`src/hw/rtl/fau_pkg.sv`:
```
// Shared constants, codes and control types for the fraction arithmetic unit.
package fau_pkg;

   localparam int OPERAND_BITS_DEF = 16;

   localparam int NUM_W = 34;
   localparam int DEN_W = 31;
   localparam int TYPE_W = 2;

   localparam int RSP_FIELDS_W = NUM_W + DEN_W + 1;
   localparam int RSP_TDATA_W = ((RSP_FIELDS_W + 7) / 8) * 8;

   localparam logic [TYPE_W-1:0] OP_ADD = 2'd0;
   localparam logic [TYPE_W-1:0] OP_SUB = 2'd1;
   localparam logic [TYPE_W-1:0] OP_MUL = 2'd2;
   localparam logic [TYPE_W-1:0] OP_DIV = 2'd3;

   localparam logic [1:0] MUL_NUM0 = 2'd0;
   localparam logic [1:0] MUL_NUM1 = 2'd1;
   localparam logic [1:0] MUL_DEN  = 2'd2;

   localparam logic DIV_SEL_NUM = 1'b0;
   localparam logic DIV_SEL_DEN = 1'b1;

   typedef struct packed {
      logic       load;
      logic       mul_en;
      logic [1:0] mul_sel;
      logic       sum_en;
      logic       gcd_init;
      logic       gcd_step;
      logic       div_init;
      logic       div_sel;
      logic       div_step;
      logic       save_num;
      logic       out_load;
   } cmd_type;

   typedef struct packed {
      logic gcd_done;
      logic div_last;
   } status_type;

endpackage

```
`src/hw/rtl/fau_ctrl.sv`:
```
// Sequencing state machine for the fraction arithmetic unit.
module fau_ctrl (
   input  logic                clock,
   input  logic                reset,
   input  logic                req_tvalid,
   output logic                req_tready,
   output logic                rsp_tvalid,
   input  logic                rsp_tready,
   input  fau_pkg::status_type status,
   output fau_pkg::cmd_type    cmd
);

   localparam logic [3:0] S_IDLE = 4'd0;
   localparam logic [3:0] S_MUL0 = 4'd1;
   localparam logic [3:0] S_MUL1 = 4'd2;
   localparam logic [3:0] S_MUL2 = 4'd3;
   localparam logic [3:0] S_SUM  = 4'd4;
   localparam logic [3:0] S_GINI = 4'd5;
   localparam logic [3:0] S_GCD  = 4'd6;
   localparam logic [3:0] S_DIVN = 4'd7;
   localparam logic [3:0] S_SWAP = 4'd8;
   localparam logic [3:0] S_DIVD = 4'd9;
   localparam logic [3:0] S_DONE = 4'd10;

   logic [3:0] state_ff;
   logic [3:0] state_in;
   logic       rsp_valid_ff;
   logic       rsp_valid_in;

   assign req_tready = (state_ff == S_IDLE) && !reset;
   assign rsp_tvalid = rsp_valid_ff;

   always_comb begin
      cmd = '0;
      cmd.mul_sel = fau_pkg::MUL_NUM0;
      cmd.div_sel = fau_pkg::DIV_SEL_NUM;
      state_in = state_ff;
      unique case (state_ff)
         S_IDLE: begin
            if (req_tvalid) begin
               cmd.load = 1'b1;
               state_in = S_MUL0;
            end
         end
         S_MUL0: begin
            cmd.mul_en = 1'b1;
            cmd.mul_sel = fau_pkg::MUL_NUM0;
            state_in = S_MUL1;
         end
         S_MUL1: begin
            cmd.mul_en = 1'b1;
            cmd.mul_sel = fau_pkg::MUL_NUM1;
            state_in = S_MUL2;
         end
         S_MUL2: begin
            cmd.mul_en = 1'b1;
            cmd.mul_sel = fau_pkg::MUL_DEN;
            state_in = S_SUM;
         end
         S_SUM: begin
            cmd.sum_en = 1'b1;
            state_in = S_GINI;
         end
         S_GINI: begin
            cmd.gcd_init = 1'b1;
            state_in = S_GCD;
         end
         S_GCD: begin
            if (status.gcd_done) begin
               cmd.div_init = 1'b1;
               cmd.div_sel = fau_pkg::DIV_SEL_NUM;
               state_in = S_DIVN;
            end else begin
               cmd.gcd_step = 1'b1;
            end
         end
         S_DIVN: begin
            cmd.div_step = 1'b1;
            if (status.div_last) begin
               state_in = S_SWAP;
            end
         end
         S_SWAP: begin
            cmd.save_num = 1'b1;
            cmd.div_init = 1'b1;
            cmd.div_sel = fau_pkg::DIV_SEL_DEN;
            state_in = S_DIVD;
         end
         S_DIVD: begin
            cmd.div_step = 1'b1;
            if (status.div_last) begin
               state_in = S_DONE;
            end
         end
         S_DONE: begin
            if (!rsp_valid_ff || rsp_tready) begin
               cmd.out_load = 1'b1;
               state_in = S_IDLE;
            end
         end
         default: begin
            state_in = S_IDLE;
         end
      endcase
   end

   always_comb begin
      rsp_valid_in = rsp_valid_ff;
      if (cmd.out_load) begin
         rsp_valid_in = 1'b1;
      end else if (rsp_tready) begin
         rsp_valid_in = 1'b0;
      end
   end

   always_ff @(posedge clock) begin
      if (reset) begin
         state_ff <= S_IDLE;
         rsp_valid_ff <= 1'b0;
      end else begin
         state_ff <= state_in;
         rsp_valid_ff <= rsp_valid_in;
      end
   end

endmodule

```
`src/hw/rtl/fau_dp.sv`:
```
// Datapath: cross products, signed sum, binary GCD and bit-serial exact divider.
module fau_dp #(
   parameter int OPERAND_BITS = fau_pkg::OPERAND_BITS_DEF
) (
   input  logic                            clock,
   input  logic                            reset,
   input  fau_pkg::cmd_type                cmd,
   output fau_pkg::status_type             status,
   input  logic [fau_pkg::TYPE_W-1:0]      req_type,
   input  logic signed [OPERAND_BITS-1:0]  a_num,
   input  logic signed [OPERAND_BITS-1:0]  a_den,
   input  logic signed [OPERAND_BITS-1:0]  b_num,
   input  logic signed [OPERAND_BITS-1:0]  b_den,
   output logic signed [fau_pkg::NUM_W-1:0] res_num,
   output logic [fau_pkg::DEN_W-1:0]       res_den,
   output logic                            zero_den
);

   localparam int B = OPERAND_BITS;
   localparam int MAG_W = 2 * B;
   localparam int KW = $clog2(MAG_W + 1);
   localparam int CW = $clog2(MAG_W);
   localparam int EXT_W = (MAG_W > fau_pkg::NUM_W) ? MAG_W : fau_pkg::NUM_W;

   logic [fau_pkg::TYPE_W-1:0] op_ff, op_in;
   logic [B-1:0] an_ff, an_in, ad_ff, ad_in, bn_ff, bn_in, bd_ff, bd_in;
   logic [MAG_W-1:0] p0_mag_ff, p0_mag_in, p1_mag_ff, p1_mag_in;
   logic p0_neg_ff, p0_neg_in, p1_neg_ff, p1_neg_in;
   logic [MAG_W-1:0] den_mag_ff, den_mag_in, num_mag_ff, num_mag_in;
   logic den_neg_ff, den_neg_in, num_neg_ff, num_neg_in;
   logic [MAG_W-1:0] u_ff, u_in, v_ff, v_in, g_ff, g_in;
   logic [KW-1:0] k_ff, k_in;
   logic gcd_done_ff, gcd_done_in;
   logic [MAG_W-1:0] rem_ff, rem_in, quo_ff, quo_in, nm_ff, nm_in;
   logic [CW-1:0] cnt_ff, cnt_in;
   logic signed [fau_pkg::NUM_W-1:0] res_num_ff, res_num_in;
   logic [fau_pkg::DEN_W-1:0] res_den_ff, res_den_in;
   logic zero_den_ff, zero_den_in;

   logic [B-1:0] mx, my;
   logic mx_s, my_s;
   logic [B-1:0] mx_mag, my_mag;
   logic [MAG_W-1:0] prod;
   logic prod_neg;
   logic t_neg;
   logic [MAG_W-1:0] s_mag;
   logic s_neg;
   logic [MAG_W:0] trial;
   logic [MAG_W:0] trial_diff;
   logic [MAG_W-1:0] u_minus_v, v_minus_u;
   logic out_neg;
   logic [EXT_W-1:0] nm_ext, dm_ext, nout;

   assign status.gcd_done = gcd_done_ff;
   assign status.div_last = (cnt_ff == CW'(MAG_W - 1));

   assign res_num = res_num_ff;
   assign res_den = res_den_ff;
   assign zero_den = zero_den_ff;

   always_comb begin
      unique case (cmd.mul_sel)
         fau_pkg::MUL_NUM0: begin
            mx = an_ff;
            my = (op_ff == fau_pkg::OP_MUL) ? bn_ff : bd_ff;
         end
         fau_pkg::MUL_NUM1: begin
            mx = bn_ff;
            my = ad_ff;
         end
         fau_pkg::MUL_DEN: begin
            mx = ad_ff;
            my = (op_ff == fau_pkg::OP_DIV) ? bn_ff : bd_ff;
         end
         default: begin
            mx = an_ff;
            my = bd_ff;
         end
      endcase
      mx_s = mx[B-1];
      my_s = my[B-1];
      mx_mag = mx_s ? (~mx + 1'b1) : mx;
      my_mag = my_s ? (~my + 1'b1) : my;
      prod = MAG_W'(mx_mag) * MAG_W'(my_mag);
      prod_neg = (mx_s != my_s) && (prod != '0);
   end

   always_comb begin
      t_neg = p1_neg_ff;
      if (op_ff == fau_pkg::OP_SUB) begin
         t_neg = !p1_neg_ff && (p1_mag_ff != '0);
      end
      if (p0_neg_ff == t_neg) begin
         s_mag = p0_mag_ff + p1_mag_ff;
         s_neg = p0_neg_ff;
      end else if (p0_mag_ff >= p1_mag_ff) begin
         s_mag = p0_mag_ff - p1_mag_ff;
         s_neg = p0_neg_ff;
      end else begin
         s_mag = p1_mag_ff - p0_mag_ff;
         s_neg = t_neg;
      end
      if (s_mag == '0) begin
         s_neg = 1'b0;
      end
   end

   assign u_minus_v = u_ff - v_ff;
   assign v_minus_u = v_ff - u_ff;
   assign trial = {rem_ff, quo_ff[MAG_W-1]};
   assign trial_diff = trial - {1'b0, g_ff};

   assign out_neg = (num_neg_ff != den_neg_ff) && (nm_ff != '0);
   assign nm_ext = EXT_W'(nm_ff);
   assign dm_ext = EXT_W'(quo_ff);
   assign nout = out_neg ? (~nm_ext + 1'b1) : nm_ext;

   always_comb begin
      op_in = op_ff;
      an_in = an_ff;
      ad_in = ad_ff;
      bn_in = bn_ff;
      bd_in = bd_ff;
      p0_mag_in = p0_mag_ff;
      p0_neg_in = p0_neg_ff;
      p1_mag_in = p1_mag_ff;
      p1_neg_in = p1_neg_ff;
      den_mag_in = den_mag_ff;
      den_neg_in = den_neg_ff;
      num_mag_in = num_mag_ff;
      num_neg_in = num_neg_ff;
      u_in = u_ff;
      v_in = v_ff;
      k_in = k_ff;
      g_in = g_ff;
      gcd_done_in = gcd_done_ff;
      rem_in = rem_ff;
      quo_in = quo_ff;
      cnt_in = cnt_ff;
      nm_in = nm_ff;
      res_num_in = res_num_ff;
      res_den_in = res_den_ff;
      zero_den_in = zero_den_ff;

      if (cmd.load) begin
         op_in = req_type;
         an_in = a_num;
         ad_in = a_den;
         bn_in = b_num;
         bd_in = b_den;
      end

      if (cmd.mul_en) begin
         unique case (cmd.mul_sel)
            fau_pkg::MUL_NUM0: begin
               p0_mag_in = prod;
               p0_neg_in = prod_neg;
            end
            fau_pkg::MUL_NUM1: begin
               p1_mag_in = prod;
               p1_neg_in = prod_neg;
            end
            fau_pkg::MUL_DEN: begin
               den_mag_in = prod;
               den_neg_in = prod_neg;
            end
            default: begin
               den_mag_in = den_mag_ff;
            end
         endcase
      end

      if (cmd.sum_en) begin
         if (op_ff == fau_pkg::OP_ADD || op_ff == fau_pkg::OP_SUB) begin
            num_mag_in = s_mag;
            num_neg_in = s_neg;
         end else begin
            num_mag_in = p0_mag_ff;
            num_neg_in = p0_neg_ff;
         end
      end

      if (cmd.gcd_init) begin
         u_in = num_mag_ff;
         v_in = den_mag_ff;
         k_in = '0;
         gcd_done_in = 1'b0;
         if (num_mag_ff == '0 && den_mag_ff == '0) begin
            g_in = MAG_W'(1);
            gcd_done_in = 1'b1;
         end else if (num_mag_ff == '0) begin
            g_in = den_mag_ff;
            gcd_done_in = 1'b1;
         end else if (den_mag_ff == '0) begin
            g_in = num_mag_ff;
            gcd_done_in = 1'b1;
         end
      end

      if (cmd.gcd_step) begin
         priority if (!u_ff[0] && !v_ff[0]) begin
            u_in = u_ff >> 1;
            v_in = v_ff >> 1;
            k_in = k_ff + 1'b1;
         end else if (!u_ff[0]) begin
            u_in = u_ff >> 1;
         end else if (!v_ff[0]) begin
            v_in = v_ff >> 1;
         end else if (u_ff == v_ff) begin
            g_in = u_ff << k_ff;
            gcd_done_in = 1'b1;
         end else if (u_ff > v_ff) begin
            u_in = u_minus_v >> 1;
         end else begin
            v_in = v_minus_u >> 1;
         end
      end

      if (cmd.save_num) begin
         nm_in = quo_ff;
      end

      if (cmd.div_init) begin
         quo_in = (cmd.div_sel == fau_pkg::DIV_SEL_DEN) ? den_mag_ff : num_mag_ff;
         rem_in = '0;
         cnt_in = '0;
      end

      if (cmd.div_step) begin
         if (!trial_diff[MAG_W]) begin
            rem_in = trial_diff[MAG_W-1:0];
            quo_in = {quo_ff[MAG_W-2:0], 1'b1};
         end else begin
            rem_in = trial[MAG_W-1:0];
            quo_in = {quo_ff[MAG_W-2:0], 1'b0};
         end
         cnt_in = cnt_ff + 1'b1;
      end

      if (cmd.out_load) begin
         res_num_in = nout[fau_pkg::NUM_W-1:0];
         res_den_in = dm_ext[fau_pkg::DEN_W-1:0];
         zero_den_in = (quo_ff == '0);
      end
   end

   always_ff @(posedge clock) begin
      if (reset) begin
         gcd_done_ff <= 1'b0;
         cnt_ff <= '0;
      end else begin
         gcd_done_ff <= gcd_done_in;
         cnt_ff <= cnt_in;
      end
   end

   always_ff @(posedge clock) begin
      op_ff <= op_in;
      an_ff <= an_in;
      ad_ff <= ad_in;
      bn_ff <= bn_in;
      bd_ff <= bd_in;
      p0_mag_ff <= p0_mag_in;
      p0_neg_ff <= p0_neg_in;
      p1_mag_ff <= p1_mag_in;
      p1_neg_ff <= p1_neg_in;
      den_mag_ff <= den_mag_in;
      den_neg_ff <= den_neg_in;
      num_mag_ff <= num_mag_in;
      num_neg_ff <= num_neg_in;
      u_ff <= u_in;
      v_ff <= v_in;
      k_ff <= k_in;
      g_ff <= g_in;
      rem_ff <= rem_in;
      quo_ff <= quo_in;
      nm_ff <= nm_in;
      res_num_ff <= res_num_in;
      res_den_ff <= res_den_in;
      zero_den_ff <= zero_den_in;
   end

endmodule

```
`src/hw/rtl/fraction_arithmetic_unit.sv`:
```
// Top level of the fraction arithmetic unit: controller plus datapath.
// A request passes load, three products, sum, GCD init, binary GCD steps (none if a raw part
// is zero) and two bit-serial divisions by the GCD, MAG_W = 2*OPERAND_BITS bits wide.
// One transaction at a time: a request is accepted only after the previous result is loaded,
// which waits while rsp_tready holds the previous result in the output register.
// Reset clears the controller and the output valid; no result is pending after reset.
module fraction_arithmetic_unit #(
   parameter int OPERAND_BITS = fau_pkg::OPERAND_BITS_DEF
) (
   input  logic clock,
   input  logic reset,
   input  logic req_tvalid,
   output logic req_tready,
   // req_type[1:0], a_num, a_den, b_num, b_den (OPERAND_BITS each), zero pad
   input  logic [((fau_pkg::TYPE_W + 4 * OPERAND_BITS + 7) / 8) * 8 - 1:0] req_tdata,
   output logic rsp_tvalid,
   input  logic rsp_tready,
   // res_num[33:0], res_den[64:34], zero_den[65], zero pad
   output logic [fau_pkg::RSP_TDATA_W-1:0] rsp_tdata
);

   localparam int B = OPERAND_BITS;
   localparam int TW = fau_pkg::TYPE_W;
   localparam int RSP_PAD = fau_pkg::RSP_TDATA_W - fau_pkg::RSP_FIELDS_W;

   fau_pkg::cmd_type    cmd;
   fau_pkg::status_type status;

   logic signed [fau_pkg::NUM_W-1:0] res_num;
   logic [fau_pkg::DEN_W-1:0]        res_den;
   logic                             zero_den;

   fau_ctrl u_ctrl (
      .clock      (clock),
      .reset      (reset),
      .req_tvalid (req_tvalid),
      .req_tready (req_tready),
      .rsp_tvalid (rsp_tvalid),
      .rsp_tready (rsp_tready),
      .status     (status),
      .cmd        (cmd)
   );

   fau_dp #(
      .OPERAND_BITS (OPERAND_BITS)
   ) u_dp (
      .clock    (clock),
      .reset    (reset),
      .cmd      (cmd),
      .status   (status),
      .req_type (req_tdata[TW-1:0]),
      .a_num    (req_tdata[TW +: B]),
      .a_den    (req_tdata[TW + B +: B]),
      .b_num    (req_tdata[TW + 2 * B +: B]),
      .b_den    (req_tdata[TW + 3 * B +: B]),
      .res_num  (res_num),
      .res_den  (res_den),
      .zero_den (zero_den)
   );

   assign rsp_tdata = {{RSP_PAD{1'b0}}, zero_den, res_den, res_num};

endmodule

```
`config.mk`:
```
export PLATFORM = sky130hd
export DESIGN_NAME = fraction_arithmetic_unit
export DESIGN_NICKNAME = d
export VERILOG_FILES = /design/src/hw/rtl/fau_pkg.sv /design/src/hw/rtl/fau_ctrl.sv /design/src/hw/rtl/fau_dp.sv /design/src/hw/rtl/fraction_arithmetic_unit.sv
export SDC_FILE = /design/constraint.sdc
export NUM_CORES = 2
export LEC_CHECK = 0
export BUFFER_PORTS_ARGS = -buffer_cell sky130_fd_sc_hd__buf_2
export CAP_MARGIN = 20
export CELL_PAD_IN_SITES_DETAIL_PLACEMENT = 1
export CELL_PAD_IN_SITES_GLOBAL_PLACEMENT = 2
export CORE_ASPECT_RATIO = 0.5
export CORE_UTILIZATION = 35
export DETAILED_ROUTE_END_ITERATION = 8
export GPL_TIMING_DRIVEN = 0
export PLACE_DENSITY = 0.81
export SLEW_MARGIN = 20
export SYNTH_ARGS = -nofsm -noshare
export SYNTH_HDL_FRONTEND = slang
export SYNTH_SLANG_ARGS = --single-unit
export TNS_END_PERCENT = 50
```
`constraint.sdc`:
```
create_clock -name clock -period 13.7 [get_ports clock]
set_input_delay 1.37 -clock clock [delete_from_list [all_inputs] [get_ports clock]]
set_output_delay 1.37 -clock clock [all_outputs]
set_load 0.02 [all_outputs]
```
# ---- After elaboration in Yosys (flattened, before gate mapping)
# Index checks and enable logic that the tools add are counted.
dict set report word_totals {
  out_inout_bits 74
  inputBits 76
  reg_bits 473
  elab_cells 181
}
dict set report classes {
  shift 1
  reduce_logical 30
  n_lt_le_gt_ge 2
  bitwise_logic 3
  n_mul 1
  n_addsub 11
  muxes 80
  eq_ne 25
}
# op count
set op_table {}
lappend op_table {{$mux W32} 33}
lappend op_table {{$logic_not A32 Y1} 4}
lappend op_table {{$sub A32 B32 Y32} 4}
lappend op_table {{$reduce_bool A32 Y1} 3}
lappend op_table {{$mux W16} 4}
lappend op_table {{$pmux W16 S3} 1}
lappend op_table {{$pmux W4 S11} 1}
lappend op_table {{$add A34 B1 Y34 const B} 1}
lappend op_table {{$not A32 Y34} 1}
lappend op_table {{$sub A33 B32 Y33} 1}
lappend op_table {{$add A16 B1 Y16 const B} 2}
lappend op_table {{$add A32 B32 Y32} 1}
lappend op_table {{$eq A32 B32 Y1} 1}
lappend op_table {{$ge A32 B32 Y1} 1}
lappend op_table {{$gt A32 B32 Y1} 1}
lappend op_table {{$mul A16 B16 Y32} 1}
lappend op_table {{$not A16 Y16} 2}
lappend op_table {{$pmux W16 S2} 1}
lappend op_table {{$shl A32 B6 Y32} 1}
lappend op_table {{$mux W1} 27}
lappend op_table {{$mux W4} 5}
lappend op_table {{$mux W6} 3}
lappend op_table {{$eq A4 B3 Y1 const B} 4}
lappend op_table {{$eq A4 B4 Y1 const B} 3}
lappend op_table {{24 further kinds} 47}

# ---- Depth between registers and ports, before layout
dict set report logic_depth {
  word_depth 10
  depth_mapped 43
}

# ---- By module
# Synthesis repeated with hierarchy kept, for this count alone.
dict set report unflattened {
  cells_unflattened 4398
  hier_area_um2 40287.4
}
# module n_inst seq_area_each_um2 area_each_um2 cells_each
set modules_own_cells {}
lappend modules_own_cells {fau_dp 1 12972.4 39834.5 4335}
lappend modules_own_cells {fau_ctrl 1 100.1 396.6 55}
lappend modules_own_cells {fraction_arithmetic_unit 1 0.0 56.3 8}

# ---- Least setup slack after synthesis
# OpenSTA, ideal clock, no wires.
dict set report synth_path {
  path_type {reg2reg}
  startpoint {register u_ctrl.state_ff[0]}
  endpoint {register u_dp.den_neg_ff, data pin}
  synth_period_minus_slack_ps 9697
  stages_incl_launch_ff 41
  required_ps 13424
  arrival_time_ps 9421
  setup_slack_ps 4003
  n_path_buf 7
  cell_sequence {dfxtp_1 > clkbuf_1 > clkbuf_1 > nor2b_1 > nand2_1 > ha_1 > clkbuf_1 > clkbuf_1 > a22oi_1 > nand2_1 > o21ai_0 > clkbuf_1 > clkbuf_1 > ha_1 > nand2_1 > o31ai_1 > xor2_1 > clkbuf_1 > (+5 left out) > fa_1 > fa_1 > inv_1 > fa_1 > inv_1 > ha_1 > a21oi_1 > o21ai_0 > a2111oi_0 > o21ai_0 > a21oi_1 > o2111ai_1 > a21oi_1 > o21ai_0 > a21oi_1 > xnor2_1 > nor3_1 > a31oi_1}
}
dict set report synth_via {
  elab_chain_len 10
  elab_cells_between_ends 19
  cone_classes {add/sub: 2; mul: 1; eq/ne: 6; mux: 5; bitwise: 2; reduce/logical: 3}
}
# element line_no
set synth_lines {}
lappend synth_lines {{start, declared} fau_ctrl.sv:25} ;# logic [3:0] state_ff;
lappend synth_lines {{start signal, assigned} fau_ctrl.sv:121} ;# state_ff <= state_in;
lappend synth_lines {{$eq A4 B2 Y1 / $eq A4 B1 Y1 (equally long branches)} fau_ctrl.sv:38} ;# unique case (state_ff)
lappend synth_lines {{$pmux W3 S3 *} fau_ctrl.sv:38}
lappend synth_lines {{$eq A2 B2 Y1, or another cell as far along} fau_dp.sv:62} ;# unique case (cmd.mul_sel)
lappend synth_lines {{$pmux W16 S3 / $pmux W16 S2 (equally long branches)} fau_dp.sv:62}
lappend synth_lines {{$not A16 Y16, on equally long branches} {fau_dp.sv:83, fau_dp.sv:82}}
lappend synth_lines {{$add A16 B1 Y16, on equally long branches} {fau_dp.sv:83, fau_dp.sv:82}}
lappend synth_lines {{$mux W16, on equally long branches} {fau_dp.sv:83, fau_dp.sv:82}}
lappend synth_lines {{$mul A16 B16 Y32 *} fau_dp.sv:84} ;# prod = MAG_W'(mx_mag) * MAG_W'(my_mag);
lappend synth_lines {{via u_dp.prod[31]} fau_dp.sv:43} ;# logic [MAG_W-1:0] prod;
lappend synth_lines {{$reduce_bool A32 Y1 *} fau_dp.sv:85} ;# prod_neg = (mx_s != my_s) && (prod != '0);
lappend synth_lines {{$logic_and A1 B1 Y1 *} fau_dp.sv:85}
lappend synth_lines {{via u_dp.prod_neg} fau_dp.sv:44} ;# logic prod_neg;
lappend synth_lines {{end signal, assigned} fau_dp.sv:268} ;# den_neg_ff <= den_neg_in;
lappend synth_lines {{end, declared} fau_dp.sv:30} ;# logic den_neg_ff, den_neg_in, num_neg_ff, num_neg_in;
# The timed path passes the listed nets; every way through them passes the cells marked *.
# A chain may end at the register's enable or synchronous reset.

# ---- Worst setup path after layout
dict set report layout_path {
  startpoint {register u_ctrl.state_ff[0]}
  endpoint {register u_dp.p1_neg_ff, data pin}
}
dict set report layout_via {
  elab_chain_len 10
  elab_cells_between_ends 19
  cone_classes {add/sub: 2; mul: 1; eq/ne: 6; mux: 5; bitwise: 2; reduce/logical: 3}
}
# element line_no
set layout_lines {}
lappend layout_lines {{$eq A4 B2 Y1 / $eq A4 B1 Y1 (equally long branches)} fau_ctrl.sv:38}
lappend layout_lines {{$pmux W3 S3 *} fau_ctrl.sv:38}
lappend layout_lines {{$eq A2 B2 Y1, or another cell as far along} fau_dp.sv:62}
lappend layout_lines {{$pmux W16 S3 / $pmux W16 S2 (equally long branches)} fau_dp.sv:62}
lappend layout_lines {{$not A16 Y16, on equally long branches} {fau_dp.sv:83, fau_dp.sv:82}}
lappend layout_lines {{$add A16 B1 Y16, on equally long branches} {fau_dp.sv:83, fau_dp.sv:82}}
lappend layout_lines {{$mux W16, on equally long branches} {fau_dp.sv:83, fau_dp.sv:82}}
lappend layout_lines {{$mul A16 B16 Y32 *} fau_dp.sv:84}
lappend layout_lines {{via u_dp.prod[30]} fau_dp.sv:43}
lappend layout_lines {{$reduce_bool A32 Y1 *} fau_dp.sv:85}
lappend layout_lines {{$logic_and A1 B1 Y1 *} fau_dp.sv:85}
lappend layout_lines {{via u_dp.prod_neg} fau_dp.sv:44}
lappend layout_lines {{end signal, assigned} fau_dp.sv:266} ;# p1_neg_ff <= p1_neg_in;
lappend layout_lines {{end, declared} fau_dp.sv:28} ;# logic p0_neg_ff, p0_neg_in, p1_neg_ff, p1_neg_in;
# Marks and branches as above.

==> metrics <==
status finished clean; hold_ws 481.3 ps; Worst-Margin Slew 1217 ps; worst-path fanout max 10; DR WL/cell 26.05 um; gr ovfl total 0; Remaining DRCs 0; DR top layer met5; Max H-tree Level 2; Setup Buffers After CTS 0; Yosys cell types 92; Final Setup Violations 0; Clock Skew 45.06 ps; cells after synthesis 4508; global-route wire length before repair 243.2 mm; Starting Density 35.40%; placed cell count 6195; DRT antenna net count 0; slowest stage delay, CP 600 ps; EDFF count, synth 360; FF+latch count, synth 473; DR vias/cell 5.747; max-slew violations 0; Cell Area, Synth 0.04089 mm^2; Reg2Reg Depth 40; DIE WIDTH 485.4 um; RR Startpoint u_ctrl.state_ff[0]$_SDFFE_PP0P_; initial antenna violation count 8; relative slew slack 18.25%; final worst slack 656.9 ps; met3 wire len 9.160 mm; Async S/R FF share, synth 0%; Final Critical Period 13040 ps; Synth Flop Type edfxtp_1; final hold vios 0; Avg Cell Area, Syn 9.070 um^2; top-level port count 150; pre-CTS WS -980.1 ps; yosys warns 0; Bufs on Longest Clock Path 3; sequential element share of the synthesized area 31.97%; drt pass-1 iters 6; Max-cap violations 0; CTS clk-pin slew, worst paths 70 ps; most common cell after layout, fill and taps aside inv_1; DRT Wirelength 163.7 mm; commonest cells after routing, fill and taps aside 445 x inv_1, 424 x nand2_1, 407 x nor2_1, 360 x edfxtp_1, 305 x ha_1; clk root buf clkbuf_16; Placer Congestion 1.000; layout overhead on the synthesized area 11.68%; CTS sink cnt 473; Post-Route M1 WL 72.46 mm; Clock Latency Late Sink 690 ps; worst min path class register to register; RSZ-0062 raised after global routing no; Crit Reg-Reg Endpoint u_dp.p1_neg_ff$_DFFE_PP_; Critical Path AT 13450 ps; post-DP HPWL 132.6 mm; via count 36110; CP required 14110 ps; Startpoint Class register; Largest register FFs 34; crit path launch u_ctrl.state_ff[0]$_SDFFE_PP0P_; Tcrit/Tclk final 95.21%; most used cell, CP fa_1; CTS buffer count 48; routed wl met2 76.20 mm; post-cts repair resize count 7; Setup Crit Path Kind register to register; Layout Utilization 39.54%; TritonCTS clock tree built; Fmax achieved 76.67 MHz; core area 0.1155 mm^2; Setup crit end u_dp.p1_neg_ff$_DFFE_PP_; Slowest-stage cell, CP xor2_1; final net count 5299; Port Buffers 137; fraction of final layout cells sized beyond drive strength 1 8.056%; hold buffers post-CTS 0; total track usage 27.18%; number of global-route vias before repair 37680; pin count of the biggest net entering global routing 66; die footprint 0.1183 mm^2; row cnt 88; CP Capture Type register; Die Ht 243.7 um; Worst R2R Setup Slack 660 ps; n_diodes 0; Fill cells 13380; Cell Count, Final, Fillers Out 6284; First DRT Iteration DRCs 2868
## cell families (layout without fill, tap and decap cells)
| kind of cell | Yosys count | in the layout | share of synthesized area (%) |
|---|---|---|---|
| buffers and inverters | 688 | 929 | 6.469 |
| and+or+nand+nor | 1309 | 1309 | 14.90 |
| AOI/OAI and AO/OA | 1140 | 1140 | 18.02 |
| adders and majority gates | 507 | 507 | 19.19 |
| other | 1 | 6 | 0.009171 |
| DFF | 473 | 473 | 31.97 |
| muxes | 186 | 186 | 5.076 |
| xor gates and xnor gates | 204 | 204 | 4.370 |
## cell type report
cell class,count,area (um^2),area share (%)
clock buffers,55,1267,2.776
inverters,459,1725,3.778
repair buffers,153,967.2,2.118
multi-input cells,3352,25370,55.56
clock inverters,33,412.9,0.9042
well taps,1530,1914,4.192
plain buffers,229,933.4,2.044
flip-flops and latches,473,13070,28.63
## worst max-delay path: cells and delay by family, from the launching register on
kind	cells	cell delay (ps)
fa+ha+maj	9	4240
compound gates	11	2870
buf+inv	10	2570
simple gates	8	1750
xor+xnor	2	990
flops	1	310
## metal layers
layer  vias up  global-route usage (%)
met5         -                       0
met4         2                   9.463
met3       281                   3.580
met2      1158                   45.32
met1     18320                   36.07
li1      16350                       -
## through the flow
stage	cell area, um^2	setup TNS, ps
CTS	45570	0
floorplan	40910	0
finish	45670	0
global route	45670	0
global placement	43510	-2576
detailed placement	43870	-2937
## synthesized netlist by cell type (14+ instances only)
master | instances | area [um^2]
and3_1 | 23 | 143.9
nand2_1 | 424 | 1592
o21ai_0 | 288 | 1441
o22ai_1 | 41 | 256.5
nor4_1 | 50 | 312.8
o31ai_1 | 23 | 172.7
a21o_1 | 85 | 638.1
nand4_1 | 48 | 300.3
ha_1 | 307 | 3841
or2_2 | 19 | 118.9
a21oi_1 | 271 | 1356
xnor2_1 | 144 | 1261
mux2_2 | 28 | 315.3
a22oi_1 | 28 | 210.2
o21bai_1 | 39 | 292.8
mux4_2 | 14 | 315.3
dfxtp_1 | 113 | 2262
a221o_1 | 16 | 160.2
o21a_1 | 21 | 157.7
or3_1 | 29 | 181.4
inv_1 | 446 | 1674
or4_1 | 17 | 127.6
nand3_1 | 44 | 220.2
nor2b_1 | 51 | 319.1
a31oi_1 | 37 | 231.5
a221oi_1 | 30 | 262.8
fa_1 | 200 | 4004
clkbuf_1 | 189 | 709.4
nor2_1 | 407 | 1528
mux2i_1 | 141 | 1411
edfxtp_1 | 360 | 10810
xor2_1 | 60 | 525.5
and2_1 | 37 | 231.5
nor3_1 | 65 | 325.3
buf_1 | 17 | 63.81
a211oi_1 | 48 | 360.4
nand2b_1 | 61 | 381.6
o211ai_1 | 54 | 405.4
## worst min-delay path by stage
stage,start,end,depth (start not counted)
3_3_place_gp,u_dp.nm_ff[0]$_DFFE_PP_,u_dp.res_num[0]$_DFFE_PP_,0
4_1_cts,u_dp.v_ff[9]$_DFF_P_,u_dp.v_ff[8]$_DFF_P_,2
5_1_grt,u_dp.nm_ff[0]$_DFFE_PP_,u_dp.res_num[0]$_DFFE_PP_,0
3_5_place_dp,u_dp.nm_ff[0]$_DFFE_PP_,u_dp.res_num[0]$_DFFE_PP_,0
6_report,u_dp.v_ff[9]$_DFF_P_,u_dp.v_ff[8]$_DFF_P_,2
2_1_floorplan,u_dp.nm_ff[0]$_DFFE_PP_,u_dp.res_num[0]$_DFFE_PP_,0
Power is not shown: default switching activity piles up to over one toggle a cycle in this logic, so the estimate is an artifact.
